File: src/rtl/bed_pkg.sv
package bed_pkg;

  localparam int BED_QUEUE_DEPTH = 4;

  localparam logic [31:0] CP_MAX     = 32'h7FFF_FFFF;
  localparam logic [31:0] CP_ASCII   = 32'h0000_007F;

  localparam logic [7:0] CH_BSLASH = 8'h5C;
  localparam logic [7:0] CH_BEL    = 8'h07;
  localparam logic [7:0] CH_BS     = 8'h08;
  localparam logic [7:0] CH_ESC    = 8'h1B;
  localparam logic [7:0] CH_FF     = 8'h0C;
  localparam logic [7:0] CH_LF     = 8'h0A;
  localparam logic [7:0] CH_CR     = 8'h0D;
  localparam logic [7:0] CH_TAB    = 8'h09;
  localparam logic [7:0] CH_VT     = 8'h0B;

  localparam logic [3:0] OCT_DIGITS      = 4'd3;
  localparam logic [3:0] OCT_LONG_DIGITS = 4'd4;
  localparam logic [3:0] HEX_DIGITS      = 4'd2;
  localparam logic [3:0] U4_DIGITS       = 4'd4;
  localparam logic [3:0] U8_DIGITS       = 4'd8;

  typedef enum logic [2:0] {
    MODE_IDLE,
    MODE_BSL,
    MODE_OCT,
    MODE_HEX,
    MODE_U4,
    MODE_U8
  } scan_mode_t;

  typedef enum logic [1:0] {
    PK_NONE,
    PK_BYTE,
    PK_PAIR,
    PK_UTF
  } piece_kind_t;

  typedef struct packed {
    piece_kind_t kind;
    logic [31:0] value;
  } piece_t;

  typedef struct packed {
    piece_t p0;
    piece_t p1;
    piece_t p2;
    logic   eot;
    logic   halted;
  } job_t;

  localparam piece_t PIECE_NONE = '{kind: PK_NONE, value: 32'd0};

  function automatic piece_t byte_piece(input logic [7:0] b);
    piece_t p;
    p.kind  = PK_BYTE;
    p.value = {24'd0, b};
    return p;
  endfunction

  function automatic piece_t pair_piece(input logic [7:0] b1, input logic [7:0] b2);
    piece_t p;
    p.kind  = PK_PAIR;
    p.value = {16'd0, b1, b2};
    return p;
  endfunction

  function automatic piece_t utf_piece(input logic [31:0] cp);
    piece_t p;
    if (cp > CP_MAX) begin
      p = PIECE_NONE;
    end else if (cp <= CP_ASCII) begin
      p = byte_piece(cp[7:0]);
    end else begin
      p.kind  = PK_UTF;
      p.value = cp;
    end
    return p;
  endfunction

  function automatic logic is_hex(input logic [7:0] c);
    return (c inside {["0":"9"], ["a":"f"], ["A":"F"]});
  endfunction

  function automatic logic [3:0] hex_val(input logic [7:0] c);
    logic [7:0] v;
    if (c inside {["0":"9"]}) begin
      v = c - "0";
    end else if (c inside {["a":"f"]}) begin
      v = c - "a" + 8'd10;
    end else begin
      v = c - "A" + 8'd10;
    end
    return v[3:0];
  endfunction

  // what a pending escape stands for when it ends
  function automatic piece_t finish_piece(input scan_mode_t mode, input logic [31:0] acc,
                                          input logic [3:0] cnt);
    piece_t p;
    case (mode)
      MODE_BSL: p = byte_piece(CH_BSLASH);
      MODE_OCT: p = byte_piece(acc[7:0]);
      MODE_HEX: p = (cnt == 4'd0) ? pair_piece(CH_BSLASH, "x") : byte_piece(acc[7:0]);
      MODE_U4:  p = (cnt == 4'd0) ? pair_piece(CH_BSLASH, "u") : utf_piece(acc);
      MODE_U8:  p = (cnt == 4'd0) ? pair_piece(CH_BSLASH, "U") : utf_piece(acc);
      default:  p = PIECE_NONE;
    endcase
    return p;
  endfunction

  function automatic logic [2:0] utf8_len(input logic [31:0] cp);
    logic [2:0] n;
    if (cp <= 32'h0000_07FF) begin
      n = 3'd2;
    end else if (cp <= 32'h0000_FFFF) begin
      n = 3'd3;
    end else if (cp <= 32'h001F_FFFF) begin
      n = 3'd4;
    end else if (cp <= 32'h03FF_FFFF) begin
      n = 3'd5;
    end else begin
      n = 3'd6;
    end
    return n;
  endfunction

  function automatic logic [7:0] utf8_lead(input logic [2:0] n);
    logic [7:0] l;
    case (n)
      3'd2:    l = 8'hC0;
      3'd3:    l = 8'hE0;
      3'd4:    l = 8'hF0;
      3'd5:    l = 8'hF8;
      3'd6:    l = 8'hFC;
      default: l = 8'h00;
    endcase
    return l;
  endfunction

  function automatic logic [7:0] utf8_byte(input logic [31:0] cp, input logic [2:0] n,
                                           input logic [2:0] idx);
    logic [2:0]  sh;
    logic [31:0] part;
    sh = (idx == 3'd0) ? n - 3'd1 : n - 3'd1 - idx;
    case (sh)
      3'd0:    part = cp;
      3'd1:    part = cp >> 6;
      3'd2:    part = cp >> 12;
      3'd3:    part = cp >> 18;
      3'd4:    part = cp >> 24;
      3'd5:    part = cp >> 30;
      default: part = cp;
    endcase
    if (idx == 3'd0) begin
      return utf8_lead(n) | part[7:0];
    end
    return 8'h80 | {2'b00, part[5:0]};
  endfunction

  function automatic logic [2:0] piece_len(input piece_t p);
    logic [2:0] n;
    case (p.kind)
      PK_NONE: n = 3'd0;
      PK_BYTE: n = 3'd1;
      PK_PAIR: n = 3'd2;
      PK_UTF:  n = utf8_len(p.value);
      default: n = 3'd0;
    endcase
    return n;
  endfunction

  function automatic logic [7:0] piece_byte(input piece_t p, input logic [2:0] n,
                                            input logic [2:0] idx);
    logic [7:0] b;
    case (p.kind)
      PK_BYTE: b = p.value[7:0];
      PK_PAIR: b = (idx == 3'd0) ? p.value[15:8] : p.value[7:0];
      PK_UTF:  b = utf8_byte(p.value, n, idx);
      default: b = 8'h00;
    endcase
    return b;
  endfunction

endpackage

File: src/rtl/bed_if.sv
interface bed_in_if;
  logic       valid;
  logic       ready;
  logic [7:0] in_byte;
  logic       end_of_text;

  modport source (output valid, output in_byte, output end_of_text, input ready);
  modport sink   (input valid, input in_byte, input end_of_text, output ready);
endinterface

interface bed_out_if;
  logic       valid;
  logic       ready;
  logic [7:0] out_byte;
  logic       has_byte;
  logic       run_last;
  logic       halted;
  logic       text_done;

  modport source (output valid, output out_byte, output has_byte, output run_last,
                  output halted, output text_done, input ready);
  modport sink   (input valid, input out_byte, input has_byte, input run_last,
                  input halted, input text_done, output ready);
endinterface

interface bed_cfg_if;
  logic valid;
  logic ready;
  logic b_mode;

  modport source (output valid, output b_mode, input ready);
  modport sink   (input valid, input b_mode, output ready);
endinterface

File: src/rtl/backslash_escape_decoder_unit.sv
// An accepted item's job is registered in the job queue, then each result in the output
// register. Throughput: one item per cycle while each item yields at most one result and
// nothing stalls; an item that expands to n bytes holds the output stage, one result per
// cycle. A four-entry job queue between decoder and byte emitter absorbs such bursts.
// Reset (rst, synchronous): idle scan state, halt cleared, b_mode 0, queue empty.
module backslash_escape_decoder_unit #(
  parameter int QUEUE_DEPTH = bed_pkg::BED_QUEUE_DEPTH
) (
  input logic        clk,
  input logic        rst,
  bed_in_if.sink     text_in,
  bed_cfg_if.sink    cfg,
  bed_out_if.source  text_out
);
  import bed_pkg::*;

  logic push, full, q_valid, pop;
  job_t job_in, job_out;

  bed_front u_front (
    .clk     (clk),
    .rst     (rst),
    .text_in (text_in),
    .cfg     (cfg),
    .q_full  (full),
    .push    (push),
    .job     (job_in)
  );

  bed_queue #(.DEPTH(QUEUE_DEPTH)) u_queue (
    .clk     (clk),
    .rst     (rst),
    .push    (push),
    .job_in  (job_in),
    .full    (full),
    .q_valid (q_valid),
    .job_out (job_out),
    .pop     (pop)
  );

  bed_back u_back (
    .clk      (clk),
    .rst      (rst),
    .q_valid  (q_valid),
    .job      (job_out),
    .pop      (pop),
    .text_out (text_out)
  );

endmodule

File: src/rtl/bed_front.sv
module bed_front (
  input  logic          clk,
  input  logic          rst,
  bed_in_if.sink        text_in,
  bed_cfg_if.sink       cfg,
  input  logic          q_full,
  output logic          push,
  output bed_pkg::job_t job
);
  import bed_pkg::*;

  scan_mode_t  mode, mode_next;
  logic [31:0] acc, acc_next;
  logic [3:0]  cnt, cnt_next;
  logic        olong, olong_next;
  logic        halt, halt_next;
  logic        b_mode;

  logic [7:0]  c;
  logic        eot;
  logic        accept;
  logic        is_oct;
  logic        digit_take;
  logic        at_limit;
  logic [31:0] d_acc;
  logic [3:0]  d_cnt;
  logic [3:0]  d_lim;
  piece_t      p0, p1, p2;

  assign c             = text_in.in_byte;
  assign eot           = text_in.end_of_text;
  assign text_in.ready = !q_full;
  assign accept        = text_in.valid && text_in.ready;
  assign cfg.ready     = 1'b1;

  always_comb begin
    is_oct     = c inside {["0":"7"]};
    digit_take = 1'b0;
    d_acc      = acc;
    d_lim      = OCT_DIGITS;
    case (mode)
      MODE_OCT: begin
        digit_take = is_oct;
        d_acc      = {20'd0, acc[8:0], c[2:0]};
        d_lim      = olong ? OCT_LONG_DIGITS : OCT_DIGITS;
      end
      MODE_HEX: begin
        digit_take = is_hex(c);
        d_acc      = {acc[27:0], hex_val(c)};
        d_lim      = HEX_DIGITS;
      end
      MODE_U4: begin
        digit_take = is_hex(c);
        d_acc      = {acc[27:0], hex_val(c)};
        d_lim      = U4_DIGITS;
      end
      MODE_U8: begin
        digit_take = is_hex(c);
        d_acc      = {acc[27:0], hex_val(c)};
        d_lim      = U8_DIGITS;
      end
      default: ;
    endcase
    d_cnt    = cnt + 4'd1;
    at_limit = d_cnt >= d_lim;
  end

  always_comb begin
    mode_next  = mode;
    acc_next   = acc;
    cnt_next   = cnt;
    olong_next = olong;
    halt_next  = halt;
    p0         = PIECE_NONE;
    p1         = PIECE_NONE;
    p2         = PIECE_NONE;
    if (!halt) begin
      if (digit_take) begin
        if (at_limit) begin
          p0         = finish_piece(mode, d_acc, d_cnt);
          mode_next  = MODE_IDLE;
          acc_next   = '0;
          cnt_next   = '0;
          olong_next = 1'b0;
        end else begin
          acc_next = d_acc;
          cnt_next = d_cnt;
        end
      end else if (mode == MODE_BSL) begin
        mode_next = MODE_IDLE;
        acc_next  = '0;
        cnt_next  = '0;
        case (c)
          "a":       p1 = byte_piece(CH_BEL);
          "b":       p1 = byte_piece(CH_BS);
          "e", "E":  p1 = byte_piece(CH_ESC);
          "f":       p1 = byte_piece(CH_FF);
          "n":       p1 = byte_piece(CH_LF);
          "r":       p1 = byte_piece(CH_CR);
          "t":       p1 = byte_piece(CH_TAB);
          "v":       p1 = byte_piece(CH_VT);
          CH_BSLASH: p1 = byte_piece(CH_BSLASH);
          "c": begin
            if (b_mode) begin
              halt_next = 1'b1;
            end else begin
              p1 = pair_piece(CH_BSLASH, c);
            end
          end
          "x":       mode_next = MODE_HEX;
          "u":       mode_next = MODE_U4;
          "U":       mode_next = MODE_U8;
          default: begin
            if (is_oct) begin
              olong_next = b_mode && (c == "0");
              acc_next   = {29'd0, c[2:0]};
              cnt_next   = 4'd1;
              mode_next  = MODE_OCT;
            end else begin
              p1 = pair_piece(CH_BSLASH, c);
            end
          end
        endcase
      end else begin
        p0         = finish_piece(mode, acc, cnt);
        mode_next  = MODE_IDLE;
        acc_next   = '0;
        cnt_next   = '0;
        olong_next = 1'b0;
        if (c == CH_BSLASH) begin
          mode_next = MODE_BSL;
        end else begin
          p1 = byte_piece(c);
        end
      end
      if (eot && !halt_next) begin
        p2         = finish_piece(mode_next, acc_next, cnt_next);
        mode_next  = MODE_IDLE;
        acc_next   = '0;
        cnt_next   = '0;
        olong_next = 1'b0;
      end
    end
  end

  assign push = accept && (eot || p0.kind != PK_NONE || p1.kind != PK_NONE
                           || p2.kind != PK_NONE);

  always_comb begin
    job.p0     = p0;
    job.p1     = p1;
    job.p2     = p2;
    job.eot    = eot;
    job.halted = halt_next;
  end

  always_ff @(posedge clk) begin
    if (rst) begin
      mode   <= MODE_IDLE;
      acc    <= '0;
      cnt    <= '0;
      olong  <= 1'b0;
      halt   <= 1'b0;
      b_mode <= 1'b0;
    end else begin
      if (accept) begin
        mode  <= mode_next;
        acc   <= acc_next;
        cnt   <= cnt_next;
        olong <= olong_next;
        halt  <= halt_next;
      end
      if (cfg.valid && cfg.ready) begin
        b_mode <= cfg.b_mode;
      end
    end
  end

endmodule

File: src/rtl/bed_queue.sv
module bed_queue #(
  parameter int DEPTH = bed_pkg::BED_QUEUE_DEPTH
) (
  input  logic          clk,
  input  logic          rst,
  input  logic          push,
  input  bed_pkg::job_t job_in,
  output logic          full,
  output logic          q_valid,
  output bed_pkg::job_t job_out,
  input  logic          pop
);
  import bed_pkg::*;

  localparam int PW = (DEPTH > 1) ? $clog2(DEPTH) : 1;
  localparam int CW = $clog2(DEPTH + 1);

  job_t          mem [DEPTH];
  logic [PW-1:0] wr, rd;
  logic [CW-1:0] count;

  assign full    = count == CW'(DEPTH);
  assign q_valid = count != '0;
  assign job_out = mem[rd];

  always_ff @(posedge clk) begin
    if (push) begin
      mem[wr] <= job_in;
    end
  end

  always_ff @(posedge clk) begin
    if (rst) begin
      wr    <= '0;
      rd    <= '0;
      count <= '0;
    end else begin
      if (push) begin
        wr <= (wr == PW'(DEPTH - 1)) ? '0 : wr + PW'(1);
      end
      if (pop) begin
        rd <= (rd == PW'(DEPTH - 1)) ? '0 : rd + PW'(1);
      end
      if (push && !pop) begin
        count <= count + CW'(1);
      end else if (pop && !push) begin
        count <= count - CW'(1);
      end
    end
  end

endmodule

File: src/rtl/bed_back.sv
module bed_back (
  input  logic          clk,
  input  logic          rst,
  input  logic          q_valid,
  input  bed_pkg::job_t job,
  output logic          pop,
  bed_out_if.source     text_out
);
  import bed_pkg::*;

  piece_t     pc [3];
  logic [2:0] len [3];
  logic [1:0] pidx, cur;
  logic [2:0] bidx;
  logic       any, later, piece_last, last, load, emit;
  logic [7:0] byte_val;

  logic       o_valid;
  logic [7:0] o_byte;
  logic       o_has, o_last, o_halted, o_done;

  assign pc[0] = job.p0;
  assign pc[1] = job.p1;
  assign pc[2] = job.p2;

  always_comb begin
    for (int i = 0; i < 3; i++) begin
      len[i] = piece_len(pc[i]);
    end
  end

  always_comb begin
    if (pidx == 2'd0 && len[0] != 3'd0) begin
      cur = 2'd0;
    end else if (pidx <= 2'd1 && len[1] != 3'd0) begin
      cur = 2'd1;
    end else begin
      cur = 2'd2;
    end
    case (cur)
      2'd0:    later = len[1] != 3'd0 || len[2] != 3'd0;
      2'd1:    later = len[2] != 3'd0;
      default: later = 1'b0;
    endcase
    any        = (len[0] | len[1] | len[2]) != 3'd0;
    piece_last = bidx == len[cur] - 3'd1;
    last       = !any || (piece_last && !later);
    byte_val   = piece_byte(pc[cur], len[cur], bidx);
  end

  assign load = !o_valid || text_out.ready;
  assign emit = q_valid && load;
  assign pop  = emit && last;

  always_ff @(posedge clk) begin
    if (rst) begin
      o_valid <= 1'b0;
      pidx    <= '0;
      bidx    <= '0;
    end else begin
      if (emit) begin
        o_valid <= 1'b1;
        if (last) begin
          pidx <= '0;
          bidx <= '0;
        end else if (piece_last) begin
          pidx <= cur + 2'd1;
          bidx <= '0;
        end else begin
          bidx <= bidx + 3'd1;
        end
      end else if (text_out.ready) begin
        o_valid <= 1'b0;
      end
    end
  end

  always_ff @(posedge clk) begin
    if (emit) begin
      o_byte   <= byte_val;
      o_has    <= any;
      o_last   <= last;
      o_halted <= job.halted;
      o_done   <= job.eot && last;
    end
  end

  assign text_out.valid     = o_valid;
  assign text_out.out_byte  = o_byte;
  assign text_out.has_byte  = o_has;
  assign text_out.run_last  = o_last;
  assign text_out.halted    = o_halted;
  assign text_out.text_done = o_done;

endmodule

File: src/flat_wrapper.sv
// flat-port wrapper written by rule: the top's interface ports become plain ports
module backslash_escape_decoder_unit_flat import bed_pkg::*;
#(
  parameter int QUEUE_DEPTH = bed_pkg::BED_QUEUE_DEPTH
)
  (clk, rst, text_in_valid, text_in_in_byte, text_in_end_of_text, text_in_ready, cfg_valid, cfg_b_mode, cfg_ready, text_out_valid, text_out_out_byte, text_out_has_byte, text_out_run_last, text_out_halted, text_out_text_done, text_out_ready);
  bed_in_if text_in_i ();
  bed_cfg_if cfg_i ();
  bed_out_if text_out_i ();
  input logic clk;
  input logic rst;
  input wire logic [$bits(text_in_i.valid)-1:0] text_in_valid;
  input wire logic [$bits(text_in_i.in_byte)-1:0] text_in_in_byte;
  input wire logic [$bits(text_in_i.end_of_text)-1:0] text_in_end_of_text;
  output wire logic [$bits(text_in_i.ready)-1:0] text_in_ready;
  input wire logic [$bits(cfg_i.valid)-1:0] cfg_valid;
  input wire logic [$bits(cfg_i.b_mode)-1:0] cfg_b_mode;
  output wire logic [$bits(cfg_i.ready)-1:0] cfg_ready;
  output wire logic [$bits(text_out_i.valid)-1:0] text_out_valid;
  output wire logic [$bits(text_out_i.out_byte)-1:0] text_out_out_byte;
  output wire logic [$bits(text_out_i.has_byte)-1:0] text_out_has_byte;
  output wire logic [$bits(text_out_i.run_last)-1:0] text_out_run_last;
  output wire logic [$bits(text_out_i.halted)-1:0] text_out_halted;
  output wire logic [$bits(text_out_i.text_done)-1:0] text_out_text_done;
  input wire logic [$bits(text_out_i.ready)-1:0] text_out_ready;
  assign text_in_i.valid = text_in_valid;
  assign text_in_i.in_byte = text_in_in_byte;
  assign text_in_i.end_of_text = text_in_end_of_text;
  assign text_in_ready = text_in_i.ready;
  assign cfg_i.valid = cfg_valid;
  assign cfg_i.b_mode = cfg_b_mode;
  assign cfg_ready = cfg_i.ready;
  assign text_out_valid = text_out_i.valid;
  assign text_out_out_byte = text_out_i.out_byte;
  assign text_out_has_byte = text_out_i.has_byte;
  assign text_out_run_last = text_out_i.run_last;
  assign text_out_halted = text_out_i.halted;
  assign text_out_text_done = text_out_i.text_done;
  assign text_out_i.ready = text_out_ready;
  backslash_escape_decoder_unit #(.QUEUE_DEPTH(QUEUE_DEPTH)) u_core (.clk(clk), .rst(rst), .text_in(text_in_i), .cfg(cfg_i), .text_out(text_out_i));
endmodule
File: config.mk
export PLATFORM = sky130hd
export DESIGN_NAME = backslash_escape_decoder_unit_flat
export DESIGN_NICKNAME = d
export VERILOG_FILES = /design/src/rtl/bed_pkg.sv /design/src/rtl/bed_if.sv /design/src/rtl/backslash_escape_decoder_unit.sv /design/src/rtl/bed_front.sv /design/src/rtl/bed_queue.sv /design/src/rtl/bed_back.sv /design/src/flat_wrapper.sv
export SDC_FILE = /design/constraint.sdc
export NUM_CORES = 1
export LEC_CHECK = 0
export BUFFER_PORTS_ARGS = -buffer_cell sky130_fd_sc_hd__buf_2
export CAP_MARGIN = 20
export CORE_MARGIN = 2
export CORE_UTILIZATION = 35
export DETAILED_ROUTE_END_ITERATION = 6
export GPL_TIMING_DRIVEN = 0
export HOLD_SLACK_MARGIN = 0.02
export MAX_ROUTING_LAYER = met4
export SYNTH_ARGS = -nofsm -noshare
export SYNTH_HDL_FRONTEND = slang
export SYNTH_SLANG_ARGS = --single-unit
File: constraint.sdc
create_clock -name clk -period 12.3 [get_ports clk]
set_clock_uncertainty 0.05 [all_clocks]
set_input_delay 0.615 -clock clk [delete_from_list [all_inputs] [get_ports clk]]
set_output_delay 0.615 -clock clk [all_outputs]
set_load 0.02 [all_outputs]
==> results.cfg <==
[synth]
synthCells = 1573
syn_area_sq_um = 19300
synth_flop_cell = edfxtp_1
avgSynthCellArea_sq_um = 12.3
synthAdderAreaFrac = 0.0189
yosys-mux-area-fraction = 0.101
ys_seq_area_frac = 0.576
synth_top_family_by_area = compound AO/OA/AOI/OAI gates
ys_types = 88
ys_ff_latch = 389
ys_warn_count = 0
synth_top_cell_by_area = edfxtp_1
synth.top_cell.area_share = 0.517
async_flop_share = 0
synth_area_leaders = edfxtp_1 (52%), mux4_2 (7.6%), dfxtp_1 (5.9%)
synth-compound-area-share = 0.142
synth-simple-area-share = 0.125
synth_xor_area_frac = 0.00681
synth_edf_count = 332

[clock_tree]
cts-htree-levels = 2
hold_buffers = 0
cts_tree = yes
cts_resized = 0
cts_setup_buffers = 0
path_clk_slew_ns = 0.06
cts_max_path_buffers = 3
clk_latency_ns = 0.59
root_buffer = clkbuf_16
clock-sinks = 389
numCtsBuffers = 43

[finish]
final_nets = 1702
layout_common_cells = edfxtp_1 (332), nor2_1 (157), nand2_1 (118)
final_common_cell = edfxtp_1
drive_above_1_share = 0.134
final_area_sq_um = 21800
syn_to_final_growth_pct = 13.0

[sta]
fmaxAchievable_mhz = 151
slew_headroom = 0.270
setup_violations = 0
fin_crit_sh = 0.538
rsz0062_at_grt = false
finalSetupTns_ns = 0
finalCriticalPeriod_ns = 6.61
tightest_slew_ns = 1.09
report.final.hold_viol_count = 0
drv_slew = 0

[critical_path]
crit_path_frequent_cell = buf_2
path_max_fanout = 11
path_cells = buf_2 > buf_2 > buf_2 > mux4_2 > nor4_1 > a211oi_2 > o221ai_1 > a21o_1 > buf_6 > inv_1 > ha_1 > inv_1 > fa_1 > mux2i_1 > xor2_1 > xnor2_1 > o31a_4 > a21boi_4 > o211ai_1 > o2111ai_1
timing.critical_path.buf_inv = 6
reg2reg_slack_ns = 5.69
cp.required_ns = 12.63
cp_top_family = compound AO/OA/AOI/OAI gates
timing.rr.end = u_core.u_back.text_out.out_byte[3]$_DFFE_PP_
cpMaxStageDelayCell = xor2_1
reg2reg_depth = 20
cp.depth = 20
timing.critical_path.slowest_cell_delay_ns = 0.72
end_kind = flip-flop
start_kind = flip-flop
critical_path_arrival_ns = 6.94
crit_type = flip-flop to flip-flop

[floorplan]
die_w_microns = 239
pin_count = 30
core_area_sq_um = 54800
initial_core_util = 0.352
rows = 86
dieArea_sq_um = 57000
die_height_microns = 239

[route]
drtPass1Iterations = 5
remaining_drc_errors = 0
drt-vias-per-instance = 5.93
wirelength_mm = 60.1
antenna_left = 0
vias = 14200
first_iter_violations = 1808
drt-wirelength-per-cell_microns = 25.1

[global_routing]
grt_max_degree = 54
track_usage = 0.217
antenna_found_initial = 1
grt_pass1_wl_mm = 89.5
grt.overflow.total = 0
grt_pass1_vias = 13700

[hold_path]
holdCritStartpoint = cfg_b_mode
hp-class = input pin to flip-flop
holdPathEnd = u_core.u_front.b_mode$_SDFFE_PP0P_
hold_path_depth = 3

[run_status]
status = finished, final reports clean

[power]
powerDensity_nw_per_um2 = 199
leakagePower_nw = 7.31
ir_drop_mv = 0.123

[place]
placed_area_sq_um = 20500
gp_routability_congestion = 0.976
numPortBuffers = 28
dpl.hpwl_mm = 43.0

[flow_run]
drv_cap = 0
## report_power, final
part	leakage, nW	switching, mW	internal (mW)
combinational	3.02	0.963	0.492
sequential	3.65	0.0409	1.61
clock	0.643	0.526	0.719
## worst register-to-register path, stage by stage, from the launching register on
cell	delay, ns
dfxtp_1	0.43
buf_2	0.34
buf_2	0.37
buf_2	0.34
mux4_2	0.38
nor4_1	0.51
a211oi_2	0.14
o221ai_1	0.20
a21o_1	0.18
buf_6	0.17
inv_1	0.10
ha_1	0.43
inv_1	0.12
fa_1	0.46
mux2i_1	0.28
xor2_1	0.72
xnor2_1	0.16
o31a_4	0.37
a21boi_4	0.28
o211ai_1	0.21
o2111ai_1	0.19
## layer usage
layer / global-route usage / share of wire / vias to the layer above
li1: - / - / 6297
met1: 0.303 / 0.46 / 7204
met2: 0.332 / 0.46 / 565
met3: 0.0230 / 0.059 / 114
met4: 0.0731 / 0.029 / 0
met5: - / 0 / -
## how the worst max path moves through the flow
stage                            start                                      endpoint  slack, ns
floorplan           text_in_in_byte[1]            u_core.u_queue.mem[0][0]$_DFFE_PP_       6.68
global placement    text_in_in_byte[1]           u_core.u_queue.mem[3][37]$_DFFE_PP_       3.93
detailed placement           flip-flop  u_core.u_back.text_out.out_byte[3]$_DFFE_PP_       5.72
CTS                          flip-flop  u_core.u_back.text_out.out_byte[3]$_DFFE_PP_       5.68
global route                 flip-flop  u_core.u_back.text_out.out_byte[5]$_DFFE_PP_       5.34
finish                       flip-flop  u_core.u_back.text_out.out_byte[3]$_DFFE_PP_       5.69
## synthesized netlist by cell type (all sizes together) (4+ instances only)
| cell | instances |
|---|---|
| nor2 | 159 |
| o22ai | 15 |
| a221o | 5 |
| xnor2 | 9 |
| and3b | 4 |
| o21ai | 70 |
| ha | 26 |
| nand4 | 11 |
| nor2b | 24 |
| a21oi | 88 |
| mux2i | 28 |
| or3 | 10 |
| nand3b | 4 |
| inv | 33 |
| nand2 | 118 |
| or2 | 9 |
| a31oi | 12 |
| nand2b | 13 |
| edfxtp | 332 |
| a22oi | 77 |
| or4 | 8 |
| mux2 | 12 |
| nor4 | 24 |
| o21bai | 5 |
| a221oi | 11 |
| buf | 43 |
| clkbuf | 55 |
| nor3 | 37 |
| o21a | 4 |
| a22o | 13 |
| and3 | 5 |
| mux4 | 68 |
| and2 | 22 |
| o211ai | 13 |
| a211o | 4 |
| dfxtp | 57 |
| a211oi | 25 |
| a21o | 12 |
| a21boi | 5 |
| xor2 | 6 |
| nand3 | 37 |
| a32o | 4 |
## kinds of logic (layout without fill, tap and decap cells)
| kind of cell | after synthesis | after routing |
|---|---|---|
| muxes | 108 | 108 |
| other | 2 | 10 |
| AOI/OAI and AO/OA | 401 | 401 |
| and+or+nand+nor | 498 | 498 |
| adders and majority gates | 28 | 28 |
| xor gates and xnor gates | 15 | 15 |
| buffers and inverters | 132 | 239 |
| DFF | 389 | 389 |
## flip-flops by register name (all words and copies together), names as in the netlist, named ones only
register / flops
u_core.u_queue.mem: 320
u_core.u_front.acc: 32
u_core.u_back.text_out.out_byte: 8
u_core.u_front.cnt: 4
u_core.u_back.bidx: 3
u_core.u_front.mode: 3
u_core.u_queue.count: 3
u_core.u_back.pidx: 2
u_core.u_queue.rd: 2
u_core.u_queue.wr: 2
u_core.u_back.text_out.halted: 1
u_core.u_back.text_out.has_byte: 1
u_core.u_back.text_out.run_last: 1
u_core.u_back.text_out.text_done: 1
u_core.u_back.text_out.valid: 1
u_core.u_front.b_mode: 1
u_core.u_front.halt: 1
u_core.u_front.olong: 1
## stage by stage
| stage | std cells | setup slack, ns | hold WS, ns | power, mW | utilization |
|---|---|---|---|---|---|
| 3_5_place_dp | 2318 | 5.72 | 0.419 | 3.12 | 0.374 |
| 4_1_cts | 2391 | 5.68 | 0.221 | 4.36 | 0.398 |
| 2_1_floorplan | 1580 | 6.68 | 0.395 | 2.63 | - |
| 6_report | 2392 | 5.69 | 0.234 | 4.35 | 0.398 |
| 5_1_grt | 2392 | 5.34 | 0.242 | 4.55 | 0.398 |
| 3_3_place_gp | 2312 | 3.93 | 0.417 | 3.12 | 0.371 |
## final cells by class
class                           count  area [sq um]
Fill cell                        5172         33000
Sequential cell                   389         11100
Multi-Input combinational cell   1059          7640
Clock buffer                       53          1130
Tap cell                          704           881
Buffer                             98           455
Timing Repair Buffer               34           260
Clock inverter                     20           200
Inverter                           34           128
Antenna cell                        1          2.50
No activity file was read; power rests on OpenSTA's default activity.
